File: src/rtl/mwmb_pkg.sv
// shared constants, types and state encodings of the masked window motion blur unit
package mwmb_pkg;

  // image geometry limits
  localparam int MAX_WIDTH    = 64;
  localparam int MAX_HEIGHT   = 64;
  localparam int MAX_CHANNELS = 4;
  localparam int MAX_RADIUS   = 3;

  // field widths
  localparam int X_W      = $clog2(MAX_WIDTH);
  localparam int Y_W      = $clog2(MAX_HEIGHT);
  localparam int C_W      = $clog2(MAX_CHANNELS);
  localparam int SAMPLE_W = 8;
  localparam int WDT_W    = 7;
  localparam int HGT_W    = 7;
  localparam int CHN_W    = 3;
  localparam int RAD_W    = 2;
  localparam int MASK_W   = 49;
  localparam int TAPS_W   = 6;

  // image store
  localparam int ADDR_W      = Y_W + X_W + C_W;
  localparam int STORE_DEPTH = MAX_WIDTH * MAX_HEIGHT * MAX_CHANNELS;

  // window walk
  localparam int MAX_SIDE = 2 * MAX_RADIUS + 1;
  localparam int SIDE_W   = $clog2(MAX_SIDE + 1);
  localparam int MAX_TAPS = MAX_SIDE * MAX_SIDE;
  localparam int BIT_W    = $clog2(MAX_TAPS);
  localparam int SUM_W    = $clog2(MAX_TAPS * ((1 << SAMPLE_W) - 1) + 1);
  localparam int XO_W     = $clog2(MAX_WIDTH + 2 * MAX_RADIUS);
  localparam int YO_W     = $clog2(MAX_HEIGHT + 2 * MAX_RADIUS);

  // divider step counter
  localparam int DCNT_W = $clog2(SUM_W);

  // register port
  localparam int PDATA_W   = 64;
  localparam int PADDR_W   = 6;
  localparam int REG_LSB   = 3;
  localparam int REG_SEL_W = PADDR_W - REG_LSB;

  // register indexes
  localparam logic [REG_SEL_W-1:0] REG_IMAGE_WIDTH   = 3'd0;
  localparam logic [REG_SEL_W-1:0] REG_IMAGE_HEIGHT  = 3'd1;
  localparam logic [REG_SEL_W-1:0] REG_CHANNEL_COUNT = 3'd2;
  localparam logic [REG_SEL_W-1:0] REG_KERNEL_RADIUS = 3'd3;
  localparam logic [REG_SEL_W-1:0] REG_KERNEL_MASK   = 3'd4;
  localparam logic [REG_SEL_W-1:0] REG_TAP_COUNT     = 3'd5;

  // operation codes
  localparam logic OP_WRITE = 1'b0;
  localparam logic OP_READ  = 1'b1;

  // window setup seen by the tap walker
  typedef struct packed {
    logic [X_W:0]        width;
    logic [Y_W:0]        height;
    logic [RAD_W-1:0]    radius;
    logic [MASK_W-1:0]   mask;
  } win_cfg_t;

  // walk request from the controller
  typedef struct packed {
    logic           start;
    logic [X_W-1:0] pos_x;
    logic [Y_W-1:0] pos_y;
    logic [C_W-1:0] chan;
  } walk_req_t;

  // controller states
  typedef enum logic [1:0] {
    CTRL_IDLE,
    CTRL_SUM,
    CTRL_DIV,
    CTRL_HOLD
  } ctrl_state_e;

  // tap walker states
  typedef enum logic [1:0] {
    SEQ_IDLE,
    SEQ_WALK,
    SEQ_DRAIN
  } seq_state_e;

endpackage

File: src/rtl/mwmb_divider.sv
// radix-2 restoring divider, one quotient bit a cycle, quotient saturated to a sample
module mwmb_divider (
  input  logic                         clk_i,
  input  logic                         rst_ni,
  input  logic                         start_i,
  input  logic [mwmb_pkg::SUM_W-1:0]    dividend_i,
  input  logic [mwmb_pkg::TAPS_W-1:0]   divisor_i,
  output logic                         done_o,
  output logic [mwmb_pkg::SAMPLE_W-1:0] quotient_o
);

  logic                         busy_q, busy_d;
  logic                         done_q, done_d;
  logic [mwmb_pkg::DCNT_W-1:0]  cnt_q, cnt_d;
  logic [mwmb_pkg::SUM_W-1:0]   quo_q, quo_d;
  logic [mwmb_pkg::TAPS_W-1:0]  rem_q, rem_d;
  logic [mwmb_pkg::TAPS_W-1:0]  div_q, div_d;
  logic [mwmb_pkg::TAPS_W:0]    rem_sh;
  logic                         fits;

  // shift in the next dividend bit and try a subtract
  assign rem_sh = {rem_q, quo_q[mwmb_pkg::SUM_W-1]};
  assign fits   = rem_sh >= {1'b0, div_q};

  always_comb begin
    busy_d = busy_q;
    done_d = 1'b0;
    cnt_d  = cnt_q;
    quo_d  = quo_q;
    rem_d  = rem_q;
    div_d  = div_q;
    if (start_i) begin
      busy_d = 1'b1;
      cnt_d  = '0;
      quo_d  = dividend_i;
      rem_d  = '0;
      // a zero tap count divides by one
      div_d  = (divisor_i == '0) ? mwmb_pkg::TAPS_W'(1) : divisor_i;
    end else if (busy_q) begin
      rem_d = fits ? mwmb_pkg::TAPS_W'(rem_sh - {1'b0, div_q})
                   : rem_sh[mwmb_pkg::TAPS_W-1:0];
      quo_d = {quo_q[mwmb_pkg::SUM_W-2:0], fits};
      cnt_d = cnt_q + 1'b1;
      if (cnt_q == mwmb_pkg::DCNT_W'(mwmb_pkg::SUM_W - 1)) begin
        busy_d = 1'b0;
        done_d = 1'b1;
      end
    end
  end

  // control registers
  always_ff @(posedge clk_i or negedge rst_ni) begin
    if (!rst_ni) begin
      busy_q <= 1'b0;
      done_q <= 1'b0;
      cnt_q  <= '0;
    end else begin
      busy_q <= busy_d;
      done_q <= done_d;
      cnt_q  <= cnt_d;
    end
  end

  // datapath registers
  always_ff @(posedge clk_i) begin
    quo_q <= quo_d;
    rem_q <= rem_d;
    div_q <= div_d;
  end

  // quotient above the sample range saturates
  assign quotient_o = (|quo_q[mwmb_pkg::SUM_W-1:mwmb_pkg::SAMPLE_W]) ?
                      '1 : quo_q[mwmb_pkg::SAMPLE_W-1:0];
  assign done_o     = done_q;

endmodule

File: config.mk
export PLATFORM = sky130hd
export DESIGN_NAME = mwmb_divider
export DESIGN_NICKNAME = d
export VERILOG_FILES = /design/src/rtl/mwmb_pkg.sv /design/src/rtl/mwmb_divider.sv
export SDC_FILE = /design/constraint.sdc
export NUM_CORES = 1
export LEC_CHECK = 0
export BUFFER_PORTS_ARGS = -buffer_cell sky130_fd_sc_hd__clkbuf_2
export CAP_MARGIN = 20
export CORE_MARGIN = 1
export CORE_UTILIZATION = 49
export DETAILED_ROUTE_END_ITERATION = 10
export PLACE_DENSITY = 0.76
export SLEW_MARGIN = 0
export SYNTH_ARGS = -nofsm -noshare
export SYNTH_HDL_FRONTEND = slang
export SYNTH_SLANG_ARGS = --single-unit
File: constraint.sdc
create_clock -name clk_i -period 2 [get_ports clk_i]
set_input_delay 0.1 -clock clk_i [delete_from_list [all_inputs] [get_ports clk_i]]
set_output_delay 0.1 -clock clk_i [all_outputs]
set_load 0.01 [all_outputs]
## Word-level counts from Yosys, hierarchy flattened

Index checks and enable logic that the tools add are counted.
Widths: inputs -> output; s select.

- Bits in registers: 32
- Input bits: 23
- Logic and storage cells: 25

- $add $sub $neg: 2
- Order comparisons: 1
- Eq/ne operators: 1
- Muxes and demuxes: 12
- Reductions and logical operators: 3

Operators with widths:

| cell | number |
|---|---|
| $mux 14 | 2 |
| $mux 4 | 2 |
| $mux 8 | 1 |
| $ge 7x6->1 | 1 |
| $logic_not 6->1 | 1 |
| $mux 1 | 6 |
| $mux 6 | 1 |
| $reduce_or 6->1 | 1 |
| $sub 6x6->6 | 1 |
| $add 4x1->4 const B | 1 |
| $eq 4x4->1 const B | 1 |
| $reduce_bool 2->1 | 1 |

## Longest topological paths before layout

- Word-level depth: 4
- Mapped depth: 8
- Depth with buffers taken out: 8

## Worst setup path after synthesis

Ideal clock, no wire load.

- Path kind: register to register
- Start: register div_q[4] (netlist name)
- End: register rem_q[1] (netlist name)
- Library setup time: 0.127 ns
- Arrival: 1.898 ns
- Slack: -0.025 ns
- Cell stages (with the launch flop): 9
- Clock period less this slack: 2.025 ns
- Cell sequence: edfxtp_1 inv_1 ha_1 a21o_1 a211o_1 a41o_1 buf_6 nor4bb_1 or3_1

- Longest elaborated chain between the ends: 2

RTL lines:

| element | line | RTL |
|---|---|---|
| start, declared | mwmb_divider.sv:17 | `logic [mwmb_pkg::TAPS_W-1:0] div_q, div_d;` |
| start signal, assigned | mwmb_divider.sv:68 | `div_q <= div_d;` |
| $ge 7x6->1 | mwmb_divider.sv:23 | `assign fits = rem_sh >= {1'b0, div_q};` |
| $mux 6 | mwmb_divider.sv:40 | `rem_d = fits ? mwmb_pkg::TAPS_W'(rem_sh - {1'b0, div_q})` |
| end signal, assigned | mwmb_divider.sv:67 | `rem_q <= rem_d;` |
| end, declared | mwmb_divider.sv:16 | `logic [mwmb_pkg::TAPS_W-1:0] rem_q, rem_d;` |

Every way passes these cells.
A chain may end at the register's enable or synchronous reset.

## Worst setup path in the final report

- Start: register div_q[4] (netlist name)
- End: register quo_q[0] (netlist name), data pin

- Longest elaborated chain between the ends: 3

RTL lines:

| element | line | RTL |
|---|---|---|
| $ge 7x6->1 | mwmb_divider.sv:23 |  |
| $mux 14 | mwmb_divider.sv:39 | `end else if (busy_q) begin` |
| $mux 14 | mwmb_divider.sv:32 | `if (start_i) begin` |
| named net quo_d (one bit) | mwmb_divider.sv:15 | `logic [mwmb_pkg::SUM_W-1:0] quo_q, quo_d;` |
| end signal, assigned | mwmb_divider.sv:66 | `quo_q <= quo_d;` |
| end, declared | mwmb_divider.sv:15 |  |

The timed path passes the listed nets, and every way through them passes these cells. The select of a mux whose other input is x is not followed.

==> impl_metrics.yaml <==
route:
  drtIter0Drc: 26
  vias_per_cell: 5.18
  firstDrtPassIters: 4
  ant_nets: 0
  vias: 1244
  wl_mm: 3.37
  drc: 0
  wl_per_cell_um: 14.1
min_path:
  holdCritStartpoint: "dividend_i[5]"
  min_to: "quo_q[5]"
  worstHoldPathCells: 2
  timing.hold.worst.class: "input pin to flop"
final_layout:
  final_cells: 240
  finish.utilization_pct: 63.2
  seqCellArea_um2: 871
  num_antenna_cells: 0
  drive_above_1_share_pct: 42.8
  n_fill_cell: 296
  multi_input_area_um2: 825
  syn_to_final_growth_pct: 23.1
  fin_nets: 226
clock_network:
  cts_tree: "done"
  root_buffer: "clkbuf_4"
  clkTransAtPathRegs_ps: 100
  cts.sinks: 32
  cts_max_level: 2
  clk_path_buf_depth: 2
  cts_buffers: 5
  clkLatencyLatePin_ps: 330
floorplan:
  dieWidth_um: 61.4
  start_util_pct: 51.3
  dieArea_um2: 3770
  io_pins: 32
  core-area_um2: 3360
  die_y_um: 61.4
  row_count: 21
synth:
  syn-instance-count: 151
  synth-seq-cells: 32
  avgSynthCellArea_um2: 11.4
  synth_nets: 184
  synth_edf_count: 20
  synth_ff_type: "edfxtp_1"
  synthesis.area_um2: 1730
  ys_types: 38
  ys_seq_area_share_pct: 50.4
  ys_warn_count: 0
  ys_async_sr_fraction_pct: 18.8
sta:
  period_share_pct: 99.7
  rsz0062_at_grt: "true"
  max_clock_freq_mhz: 502
  finalHoldViolCount: 0
  worstMarginPinSlew_ps: 546
  drv_slew: 0
  period_needed_ps: 1990
  max_slew_margin_pct: 63.6
  finClkSkew_ps: 11.3
  setup_violations: 0
power:
  power_density_nw_per_um2: 915
  leakage_nw: 0.913
  ir_drop_uv: 546
  p_total_mw: 1.94
global_routing:
  grt_first_pass_wirelength_mm: 5.04
  grt_start_max_net_pins: 23
  antenna_found_initial: 0
  grt_remaining_overflow: 0
  grtUsageTotal_pct: 19.4
  grt_pass1_vias: 1176
critical_path:
  r2r_slack_ps: 6
  path_class: "flop to flop"
  regToRegStartpoint: "div_q[4]"
  cp-end-kind: "flop"
  cp.arrival_ps: 2090
  startpoint_type: "flop"
  cp_max_fo: 6
  regToRegEndpoint: "quo_q[0]"
  crit_required_ps: 2090
  r2r_cells: 7
outcome:
  outcome: "complete, no violations"
run:
  maxCapViolCount: 0
place:
  dp.cells: 225
  dp_hpwl_mm: 2.48
  io_buffers: 31
  gp_congestion: 0.850
[routing by layer]
metal	GRT usage, %	vias up	share of wire (%)
li1	-	614	-
met1	21.6	604	42
met2	35.2	21	54
met3	6.30	5	3.6
met4	5.71	0	0.92
met5	0	-	0
[layout make-up]
| class | instances | area share [%] |
|---|---|---|
| multi-input combinational | 98 | 38.8 |
| clock buffer | 7 | 2.12 |
| timing repair buffer | 46 | 13.5 |
| sequential | 32 | 41.0 |
| tap | 46 | 2.71 |
| clock inverter | 1 | 0.177 |
| inverter | 10 | 1.77 |
[kinds of logic (layout without fill, tap and decap cells)]
logic type      after synthesis  after routing  synth area share, %
simple gates                 42             42                 13.0
flops                        32             32                 50.4
compound gates               21             21                 8.48
buf+inv                      21             64                 5.00
mux                          19             19                 12.4
fa+ha+maj                    10             10                 7.68
xor+xnor                      6              6                 3.04
[synthesized netlist by cell type (all sizes together), types with 3 or more instances]
cell type	instances	share of area, %
nor3b	3	1.3
nand2	4	0.87
o21ai	4	1.2
a211oi	6	2.9
mux2	16	11
xor2	4	2.0
dfrtp	6	8.7
edfxtp	20	35
nor2	15	3.3
inv	10	2.2
mux2i	3	1.7
a21oi	4	1.2
clkbuf	9	2.0
dfxtp	6	7.0
or2	9	3.3
ha	9	6.5
[power breakdown]
part	internal, mW	switching [mW]
clock network	0.135	0.209
registers	0.810	0.0709
logic	0.378	0.341
total	1.32	0.621
[layout by cell type (no fill, tap or decap), types with 2 or more instances in the layout]
cell / n
xnor2_1: 2
clkbuf_2: 31
mux2_2: 15
ha_4: 2
xor2_1: 4
clkbuf_4: 5
dfxtp_1: 6
clkbuf_1: 2
ha_1: 7
nor2_1: 15
nor3b_1: 3
inv_1: 8
inv_2: 2
buf_4: 8
nand2b_1: 2
nand2_1: 4
a211oi_1: 2
or2_2: 9
a211oi_2: 4
a21o_1: 2
mux2i_2: 2
o21ai_0: 2
dfrtp_1: 6
edfxtp_1: 20
dlygate4sd3_1: 6
a21oi_1: 3
[stage by stage]
step / instance area, um^2 / worst slack, ps / hold WS (ps) / TNS (ps)
2_1_floorplan: 1740 / 15.1 / -196 / 0
3_3_place_gp: 1960 / 6.57 / -71.4 / 0
3_5_place_dp: 1960 / -78.0 / -67.7 / -297
4_1_cts: 2090 / -0.0839 / 62.6 / -0.0839
5_1_grt: 2130 / -45.7 / 60.2 / -152
6_report: 2130 / 5.99 / 68.0 / 0
[worst max-delay path by stage]
stage                        start  endpoint  slack, ps
after CTS                 div_q[4]  quo_q[0]      -0.08
after global routing      div_q[0]  rem_q[4]        -50
after detailed placement  div_q[4]  rem_q[5]        -80
final                     div_q[4]  quo_q[0]          6
after global placement    div_q[4]  quo_q[0]          7
after floorplan           div_q[4]  rem_q[1]         20
[worst max-delay path: stages, from the launching register on]
cell and delay [ps]:
edfxtp_1 380, inv_2 80, ha_4 190, a21o_1 150, a211o_1 260, a41o_1 280, buf_6 170, mux2_2 250
[repair_timing]
| action | in CTS | in global routing |
|---|---|---|
| pin swaps | 4 | 7 |
| hold endpoints to repair | 11 | 0 |
| endpoints found under the setup margin | 7 | 7 |
| resized for setup | 5 | 8 |
| hold buffers | 6 | 0 |
| buffers inserted | 1 | 0 |
[state kept, by name, summed over array words and instances (netlist names)]
register  flops
done_o        1
cnt_q         4
rem_q         6
busy_q        1
div_q         6
quo_q        14
(Power assumes the default switching activity.)
