===== config.mk =====
export PLATFORM = sky130hd
export DESIGN_NAME = mwmb_seq
export DESIGN_NICKNAME = d
export VERILOG_FILES = /design/src/rtl/mwmb_pkg.sv /design/src/rtl/mwmb_seq.sv
export SDC_FILE = /design/constraint.sdc
export NUM_CORES = 1
export LEC_CHECK = 0
export BUFFER_PORTS_ARGS = -buffer_cell sky130_fd_sc_hd__clkbuf_2
export CAP_MARGIN = 20
export CORE_MARGIN = 3
export CORE_UTILIZATION = 32
export DETAILED_ROUTE_END_ITERATION = 10
export HOLD_SLACK_MARGIN = 0.06
export SETUP_SLACK_MARGIN = 0.4
export SLEW_MARGIN = 15
export SYNTH_ARGS = -nofsm -noshare
export SYNTH_HDL_FRONTEND = slang
export SYNTH_SLANG_ARGS = --single-unit

===== constraint.sdc =====
create_clock -name clk_i -period 4.25 [get_ports clk_i]
set_clock_uncertainty 0.2 [all_clocks]
set_input_delay 0.425 -clock clk_i [delete_from_list [all_inputs] [get_ports clk_i]]
set_output_delay 0.425 -clock clk_i [all_outputs]
set_load 0.005 [all_outputs]

===== src/rtl/mwmb_pkg.sv =====
// shared constants, types and state encodings of the masked window motion blur unit
package mwmb_pkg;

  // image geometry limits
  localparam int MAX_WIDTH    = 64;
  localparam int MAX_HEIGHT   = 64;
  localparam int MAX_CHANNELS = 4;
  localparam int MAX_RADIUS   = 3;

  // field widths
  localparam int X_W      = $clog2(MAX_WIDTH);
  localparam int Y_W      = $clog2(MAX_HEIGHT);
  localparam int C_W      = $clog2(MAX_CHANNELS);
  localparam int SAMPLE_W = 8;
  localparam int WDT_W    = 7;
  localparam int HGT_W    = 7;
  localparam int CHN_W    = 3;
  localparam int RAD_W    = 2;
  localparam int MASK_W   = 49;
  localparam int TAPS_W   = 6;

  // image store
  localparam int ADDR_W      = Y_W + X_W + C_W;
  localparam int STORE_DEPTH = MAX_WIDTH * MAX_HEIGHT * MAX_CHANNELS;

  // window walk
  localparam int MAX_SIDE = 2 * MAX_RADIUS + 1;
  localparam int SIDE_W   = $clog2(MAX_SIDE + 1);
  localparam int MAX_TAPS = MAX_SIDE * MAX_SIDE;
  localparam int BIT_W    = $clog2(MAX_TAPS);
  localparam int SUM_W    = $clog2(MAX_TAPS * ((1 << SAMPLE_W) - 1) + 1);
  localparam int XO_W     = $clog2(MAX_WIDTH + 2 * MAX_RADIUS);
  localparam int YO_W     = $clog2(MAX_HEIGHT + 2 * MAX_RADIUS);

  // divider step counter
  localparam int DCNT_W = $clog2(SUM_W);

  // register port
  localparam int PDATA_W   = 64;
  localparam int PADDR_W   = 6;
  localparam int REG_LSB   = 3;
  localparam int REG_SEL_W = PADDR_W - REG_LSB;

  // register indexes
  localparam logic [REG_SEL_W-1:0] REG_IMAGE_WIDTH   = 3'd0;
  localparam logic [REG_SEL_W-1:0] REG_IMAGE_HEIGHT  = 3'd1;
  localparam logic [REG_SEL_W-1:0] REG_CHANNEL_COUNT = 3'd2;
  localparam logic [REG_SEL_W-1:0] REG_KERNEL_RADIUS = 3'd3;
  localparam logic [REG_SEL_W-1:0] REG_KERNEL_MASK   = 3'd4;
  localparam logic [REG_SEL_W-1:0] REG_TAP_COUNT     = 3'd5;

  // operation codes
  localparam logic OP_WRITE = 1'b0;
  localparam logic OP_READ  = 1'b1;

  // window setup seen by the tap walker
  typedef struct packed {
    logic [X_W:0]        width;
    logic [Y_W:0]        height;
    logic [RAD_W-1:0]    radius;
    logic [MASK_W-1:0]   mask;
  } win_cfg_t;

  // walk request from the controller
  typedef struct packed {
    logic           start;
    logic [X_W-1:0] pos_x;
    logic [Y_W-1:0] pos_y;
    logic [C_W-1:0] chan;
  } walk_req_t;

  // controller states
  typedef enum logic [1:0] {
    CTRL_IDLE,
    CTRL_SUM,
    CTRL_DIV,
    CTRL_HOLD
  } ctrl_state_e;

  // tap walker states
  typedef enum logic [1:0] {
    SEQ_IDLE,
    SEQ_WALK,
    SEQ_DRAIN
  } seq_state_e;

endpackage


===== src/rtl/mwmb_seq.sv =====
// window tap walker: visits one tap a cycle, reads the masked taps inside the image and accumulates their sum
module mwmb_seq (
  input  logic                         clk_i,
  input  logic                         rst_ni,
  input  mwmb_pkg::walk_req_t           req_i,
  input  mwmb_pkg::win_cfg_t            cfg_i,
  output logic                         rd_en_o,
  output logic [mwmb_pkg::ADDR_W-1:0]   rd_addr_o,
  input  logic [mwmb_pkg::SAMPLE_W-1:0] rd_data_i,
  output logic                         done_o,
  output logic [mwmb_pkg::SUM_W-1:0]    sum_o
);

  mwmb_pkg::seq_state_e state_q, state_d;

  logic [mwmb_pkg::SIDE_W-1:0] dx_q, dx_d, dy_q, dy_d;
  logic [mwmb_pkg::BIT_W-1:0]  bit_q, bit_d;
  logic [mwmb_pkg::X_W-1:0]    px_q, px_d;
  logic [mwmb_pkg::Y_W-1:0]    py_q, py_d;
  logic [mwmb_pkg::C_W-1:0]    ch_q, ch_d;
  logic                        take_q, take_d;
  logic                        done_q, done_d;
  logic [mwmb_pkg::SUM_W-1:0]  sum_q, sum_d;

  logic [mwmb_pkg::SIDE_W-1:0] last_idx;
  logic [mwmb_pkg::XO_W-1:0]   tx_off, tx_full;
  logic [mwmb_pkg::YO_W-1:0]   ty_off, ty_full;
  logic                        x_ok, y_ok, tap_en;

  // last offset in the window is twice the radius
  assign last_idx = mwmb_pkg::SIDE_W'({cfg_i.radius, 1'b0});

  // tap position relative to the image
  assign tx_off  = mwmb_pkg::XO_W'(px_q) + mwmb_pkg::XO_W'(dx_q);
  assign ty_off  = mwmb_pkg::YO_W'(py_q) + mwmb_pkg::YO_W'(dy_q);
  assign tx_full = tx_off - mwmb_pkg::XO_W'(cfg_i.radius);
  assign ty_full = ty_off - mwmb_pkg::YO_W'(cfg_i.radius);
  assign x_ok    = (tx_off >= mwmb_pkg::XO_W'(cfg_i.radius)) &&
                   (tx_full < mwmb_pkg::XO_W'(cfg_i.width));
  assign y_ok    = (ty_off >= mwmb_pkg::YO_W'(cfg_i.radius)) &&
                   (ty_full < mwmb_pkg::YO_W'(cfg_i.height));
  assign tap_en  = (state_q == mwmb_pkg::SEQ_WALK) && x_ok && y_ok && cfg_i.mask[bit_q];

  assign rd_en_o   = tap_en;
  assign rd_addr_o = {ty_full[mwmb_pkg::Y_W-1:0], tx_full[mwmb_pkg::X_W-1:0], ch_q};
  assign done_o    = done_q;
  assign sum_o     = sum_q;

  // walk sequencing and accumulation
  always_comb begin
    state_d = state_q;
    dx_d    = dx_q;
    dy_d    = dy_q;
    bit_d   = bit_q;
    px_d    = px_q;
    py_d    = py_q;
    ch_d    = ch_q;
    take_d  = tap_en;
    done_d  = 1'b0;
    sum_d   = take_q ? sum_q + mwmb_pkg::SUM_W'(rd_data_i) : sum_q;
    case (state_q)
      mwmb_pkg::SEQ_IDLE: begin
        if (req_i.start) begin
          px_d    = req_i.pos_x;
          py_d    = req_i.pos_y;
          ch_d    = req_i.chan;
          dx_d    = '0;
          dy_d    = '0;
          bit_d   = '0;
          sum_d   = '0;
          state_d = mwmb_pkg::SEQ_WALK;
        end
      end
      mwmb_pkg::SEQ_WALK: begin
        bit_d = bit_q + 1'b1;
        if (dx_q == last_idx) begin
          dx_d = '0;
          if (dy_q == last_idx) begin
            state_d = mwmb_pkg::SEQ_DRAIN;
          end else begin
            dy_d = dy_q + 1'b1;
          end
        end else begin
          dx_d = dx_q + 1'b1;
        end
      end
      mwmb_pkg::SEQ_DRAIN: begin
        // last tap data lands in the sum at this edge
        done_d  = 1'b1;
        state_d = mwmb_pkg::SEQ_IDLE;
      end
      default: begin
        state_d = mwmb_pkg::SEQ_IDLE;
      end
    endcase
  end

  // control registers
  always_ff @(posedge clk_i or negedge rst_ni) begin
    if (!rst_ni) begin
      state_q <= mwmb_pkg::SEQ_IDLE;
      take_q  <= 1'b0;
      done_q  <= 1'b0;
      dx_q    <= '0;
      dy_q    <= '0;
      bit_q   <= '0;
    end else begin
      state_q <= state_d;
      take_q  <= take_d;
      done_q  <= done_d;
      dx_q    <= dx_d;
      dy_q    <= dy_d;
      bit_q   <= bit_d;
    end
  end

  // position and sum registers
  always_ff @(posedge clk_i) begin
    px_q  <= px_d;
    py_q  <= py_d;
    ch_q  <= ch_d;
    sum_q <= sum_d;
  end

endmodule


# Word level (Yosys, flattened, before mapping)
# Cells that the tools add are included.
# classes
add_sub_neg	8
n_lt_le_gt_ge	5
eq_ne	8
n_mux	18
n_reduce_logical	11
# op_table
op	n
14-bit two-way mux	3
14-bit by 8-bit adder with 14-bit output	1
6-bit by 3-bit adder with 7-bit output	2
7-bit by 2-bit >= comparator with 1-bit output	2
7-bit < comparator	2
7-bit by 2-bit subtractor with 7-bit output	2
3-bit two-way mux	4
3-bit one-hot mux with 2 select lines	2
6-bit one-hot mux with 2 select lines	1
6-bit by 7-bit < comparator with 1-bit output (second input constant)	1
3-bit by 1-bit adder with 3-bit output (second input constant)	2
6-bit by 1-bit adder with 6-bit output (second input constant)	1
1-bit binary-select mux with 6-bit select	1
3-bit equality test	2
2-bit two-way mux	3
6-bit two-way mux	1
1-bit logical AND	5
2-bit by 1-bit != test with 1-bit output (second input constant)	2
2-bit != test (second input constant)	2
2-bit one-hot mux with 2 select lines	1
2-bit AND reduction	2
4-bit AND reduction	1
3-bit AND reduction	1
2-bit by 1-bit equality test with 1-bit output (second input constant)	1
other kinds (4)	5
# word_totals
regBits	44
in_bits	90
wordCells	60

# Logic depth before layout (Yosys ltp)
# logic_depth
ltp_word	7
mapped_depth	13
depth_no_buf	13

# Least setup slack after synthesis
# OpenSTA, ideal clock, no wires.
# synth_path
path_kind	flip-flop to output port
start	register dx_q[0] in the netlist's numbering
end	output rd_en_o
arrival_time_ps	3691
required_ps	3625
setup_slack_ps	-66
stages_incl_launch_ff	13
path_buffers	0
path_cell_list	dfrtp_1 -> ha_1 -> fa_1 -> ha_1 -> a211oi_1 -> mux2_2 -> a2bb2oi_1 -> xnor2_1 -> ha_1 -> a2111oi_0 -> o2111ai_1 -> a2111o_1 -> nor4_1
# synth_via
elab_chain_len	7
elab_cells_between_ends	8
# synth_rtl
item	line_no	rtl
start, declared	mwmb_seq.sv:16	logic [mwmb_pkg::SIDE_W-1:0] dx_q, dx_d, dy_q, dy_d;
start signal, assigned	mwmb_seq.sv:104	dx_q <= '0;
start signal, assigned	mwmb_seq.sv:111	dx_q <= dx_d;
6-bit by 3-bit adder with 7-bit output	mwmb_seq.sv:34	assign tx_off = mwmb_pkg::XO_W'(px_q) + mwmb_pkg::XO_W'(dx_q);
7-bit by 2-bit subtractor with 7-bit output	mwmb_seq.sv:36	assign tx_full = tx_off - mwmb_pkg::XO_W'(cfg_i.radius);
via rd_addr_o (one bit)	mwmb_seq.sv:8	output logic [mwmb_pkg::ADDR_W-1:0] rd_addr_o,
7-bit < comparator	mwmb_seq.sv:39	(tx_full < mwmb_pkg::XO_W'(cfg_i.width));
1-bit logical AND	mwmb_seq.sv:38	assign x_ok = (tx_off >= mwmb_pkg::XO_W'(cfg_i.radius)) &&
1-bit logical AND (3 in a row)	mwmb_seq.sv:42	assign tap_en = (state_q == mwmb_pkg::SEQ_WALK) && x_ok && y_ok && cfg_i.mask[bit_q];
end, declared	mwmb_seq.sv:7	output logic rd_en_o,
# The timed path passes the listed nets, and every way through them passes these cells.

# Worst setup path in the final report
# layout_path
start	register dx_q[0] in the netlist's numbering
end	output rd_en_o
# layout_via
elab_chain_len	7
elab_cells_between_ends	8
# layout_rtl
item	line_no
6-bit by 3-bit adder with 7-bit output *	mwmb_seq.sv:34
7-bit by 2-bit subtractor with 7-bit output	mwmb_seq.sv:36
7-bit < comparator	mwmb_seq.sv:39
1-bit logical AND *	mwmb_seq.sv:38
1-bit logical AND * (3 in a row)	mwmb_seq.sv:42
# Every way passes the cells marked *; elsewhere a longest branch is shown, timed or not.

==> results.sh <==
export IMPL_grt_pass1_vias=3326
export IMPL_syn_area_per_cell_um2=9.455
export IMPL_violations="negative setup slack"
export IMPL_whs_endpoint="py_q[5]$_DFFE_PP_"
export IMPL_crit_path_end_kind="output pin"
export IMPL_rows=37
export IMPL_fin_nets=631
export IMPL_ys_ff_latch=44
export IMPL_reg2regPathDepth=12
export IMPL_cts_buffer_depth=2
export IMPL_power_density_mw_per_mm2=662.1
export IMPL_initial_core_util_pct=33.44
export IMPL_status="finished with violations"
export IMPL_drt_iter0_markers=87
export IMPL_route_detailed_drc=0
export IMPL_leakagePower_nw=2.186
export IMPL_io_pins=120
export IMPL_clock_latency_ns=0.31
export IMPL_grt_pass1_wl_mm=15.50
export IMPL_slew_headroom_pct=56.35
export IMPL_area_growth_pct=29.54
export IMPL_setup_slack_ns=-0.3886
export IMPL_synth_nets=498
export IMPL_grt_max_degree=26
export IMPL_diodes=0
export IMPL_finalCriticalPeriod_ns=4.639
export IMPL_dp_cells=626
export IMPL_grtUsageTotal_pct=15.00
export IMPL_tightestPinTransition_ns=0.6547
export IMPL_first_pass_iters=4
export IMPL_cp_max_fo=2
export IMPL_fin_area_mm2=0.004532
export IMPL_synth_edff_count=14
export IMPL_drive_above_1_share_pct=32.54
export IMPL_die_area_mm2=0.01222
export IMPL_fin_setup_tns_ns=-0.3886
export IMPL_via_per_inst=5.048
export IMPL_final_hold_viol_count=0
export IMPL_finalNonFillerCells=640
export IMPL_cts_buffers=5
export IMPL_hp_start="req_i[7]"
export IMPL_setup_violations=1
export IMPL_arrival_ns=4.01
export IMPL_crit_type="flip-flop to output pin"
export IMPL_routed_wirelength_mm=9.316
export IMPL_hold_class="primary input to flip-flop"
export IMPL_netlist_area_mm2=0.003498
export IMPL_coreArea_mm2=0.01046
export IMPL_yosysSeqAreaShare_pct=31.47
export IMPL_start_kind="flip-flop"
export IMPL_fin_crit_sh_pct=109.1
export IMPL_synth_cell_type_count=56
export IMPL_gp_congestion=0.8845
export IMPL_ys_warn_count=0
export IMPL_fmax_mhz=215.6
export IMPL_ys_flop_type="dfrtp_1"
export IMPL_cap_violations=0
export IMPL_cts_clk_slew_worst_paths_ns=0.09
export IMPL_r2r_end="take_q$_DFF_PN0_"
export IMPL_grt_overflow_total=0
export IMPL_h_tree_depth=2
export IMPL_r2r_start="dx_q[0]$_DFFE_PN0P_"
export IMPL_cp_required_ns=3.62
export IMPL_slew_viol_final=0
export IMPL_cts_root_buf="clkbuf_8"
export IMPL_numClockSinks=44
export IMPL_die_y_um=110.6
export IMPL_vias=3231
export IMPL_place_area_mm2=0.004299
export IMPL_grt_antenna_before_repair=0
export IMPL_io_buffers=119
export IMPL_r2r_slack_ns=0.41
export IMPL_ant_nets=0
export IMPL_min_path_cells=1
export IMPL_wl_per_cell_um=14.56
export IMPL_dp_hpwl_mm=7.344
export IMPL_grt_setup_unrepaired="true"
export IMPL_syn_inst=370
export IMPL_synth_async_sr_flop_share_pct=36.36
export IMPL_post_route_util_pct=43.32
export IMPL_cts_tree="yes"
export IMPL_ir_drop_v=0.0002780
export IMPL_die_w_um=110.6
-- stage by stage --
| stage | hold WS, ns | total power, mW | setup WS [ns] |
|---|---|---|---|
| 4_1_cts | 0.07508 | 2.962 | -0.6349 |
| 6_report | 0.08715 | 3.001 | -0.3886 |
| 2_1_floorplan | -0.07059 | 1.992 | 0.1321 |
| 3_5_place_dp | 0.1803 | 2.592 | -0.3566 |
| 3_3_place_gp | 0.1716 | 2.528 | -0.1713 |
| 5_1_grt | 0.07295 | 3.309 | -0.5071 |
-- kinds of logic (layout without fill, tap and decap cells) --
| logic type | Yosys count | in the layout | synth area share [%] |
|---|---|---|---|
| adders and majority gates | 38 | 38 | 14.66 |
| DFF | 44 | 44 | 31.47 |
| AOI/OAI and AO/OA | 80 | 80 | 15.56 |
| xor gates and xnor gates | 25 | 25 | 6.259 |
| and+or+nand+nor | 112 | 112 | 15.92 |
| muxes | 30 | 30 | 10.91 |
| buffers and inverters | 41 | 175 | 5.221 |
-- where the power goes --
group	switching [mW]	internal [mW]	total, mW
clock network	0.152	0.115	0.267
registers	0.153	0.561	0.713
logic	1.05	0.972	2.02
-- cell usage in the layout (no fill, tap or decap), types with 6 or more instances in the layout --
cell	instances
ha_1	30
xor2_1	14
inv_1	29
buf_4	18
nand2_1	27
dfrtp_1	16
nor2b_1	6
o21ai_0	22
nor2_1	23
nand3_1	19
xnor2_1	10
nand4_1	9
edfxtp_1	14
dfxtp_1	14
nand2b_1	6
a21oi_1	11
clkbuf_2	118
mux2i_1	22
-- synth_stat cells, types with 5 or more instances --
| library cell | instances | area, um^2 |
|---|---|---|
| nand4_1 | 9 | 56.30 |
| dfrtp_1 | 16 | 400.4 |
| edfxtp_1 | 14 | 420.4 |
| a211oi_1 | 5 | 37.54 |
| mux2i_1 | 22 | 220.2 |
| clkbuf_1 | 6 | 22.52 |
| nand2_1 | 28 | 105.1 |
| o21ai_0 | 22 | 110.1 |
| a21oi_1 | 11 | 55.05 |
| ha_1 | 33 | 412.9 |
| nor3_1 | 5 | 25.02 |
| o2111ai_1 | 5 | 43.79 |
| nand2b_1 | 6 | 37.54 |
| nor2_1 | 24 | 90.09 |
| xnor2_1 | 11 | 96.34 |
| dfxtp_1 | 14 | 280.3 |
| fa_1 | 5 | 100.1 |
| nand3_1 | 19 | 95.09 |
| nor2b_1 | 6 | 37.54 |
| inv_1 | 29 | 108.9 |
| xor2_1 | 14 | 122.6 |
| a21o_1 | 5 | 37.54 |
-- repair_timing --
action                     CTS  global route
gates resized for setup     11             8
gates cloned                 0             0
hold endpoints to repair    16             0
setup buffers                1             4
pin swaps                    9             7
hold buffers                 1             0
setup endpoints to repair    2             2
-- flip-flops by register name, summed over array words and instances (netlist names) --
register	cells
bit_q	6
ch_q	2
done_o	1
dx_q	3
dy_q	3
px_q	6
py_q	6
state_q	2
sum_o	14
take_q	1
-- worst max-delay path, stage by stage, from the launching register on --
cell,delay (ns)
dfrtp_1,0.40
ha_2,0.20
fa_2,0.57
ha_4,0.22
a211oi_4,0.26
mux2_4,0.34
a2bb2oi_4,0.14
xnor2_2,0.10
ha_2,0.21
a2111oi_4,0.31
o2111ai_2,0.18
a2111o_1,0.37
nor4_4,0.22
buf_2,0.18
-- final cells by class --
cell class,instances,area [um^2]
Clock buffer,6,72.57
Clock inverter,2,10.01
Fill cell,1066,5931
Inverter,29,108.9
Multi-Input combinational cell,285,2328
Sequential cell,44,1101
Tap cell,136,170.2
Timing Repair Buffer,138,740.7
-- routing by layer --
metal	vias up	track usage, %	wire length, um
li1	1621	-	-
met1	1521	18.57	4133
met2	80	26.66	4654
met3	9	3.507	458
met4	0	2.956	70
met5	-	0	0
-- worst max-delay path by stage --
stage	startpoint	end	slack, ns	cells past startpoint
after floorplan	dx_q[0]$_DFFE_PN0P_	rd_en_o	0.13	12
after global placement	dx_q[0]$_DFFE_PN0P_	rd_en_o	-0.17	13
after detailed placement	dx_q[0]$_DFFE_PN0P_	rd_en_o	-0.36	13
after CTS	px_q[0]$_DFFE_PP_	rd_en_o	-0.63	13
after global routing	dx_q[0]$_DFFE_PN0P_	rd_en_o	-0.51	13
final	dx_q[0]$_DFFE_PN0P_	rd_en_o	-0.39	13
Note: power is estimated with default switching activity, not from simulation.
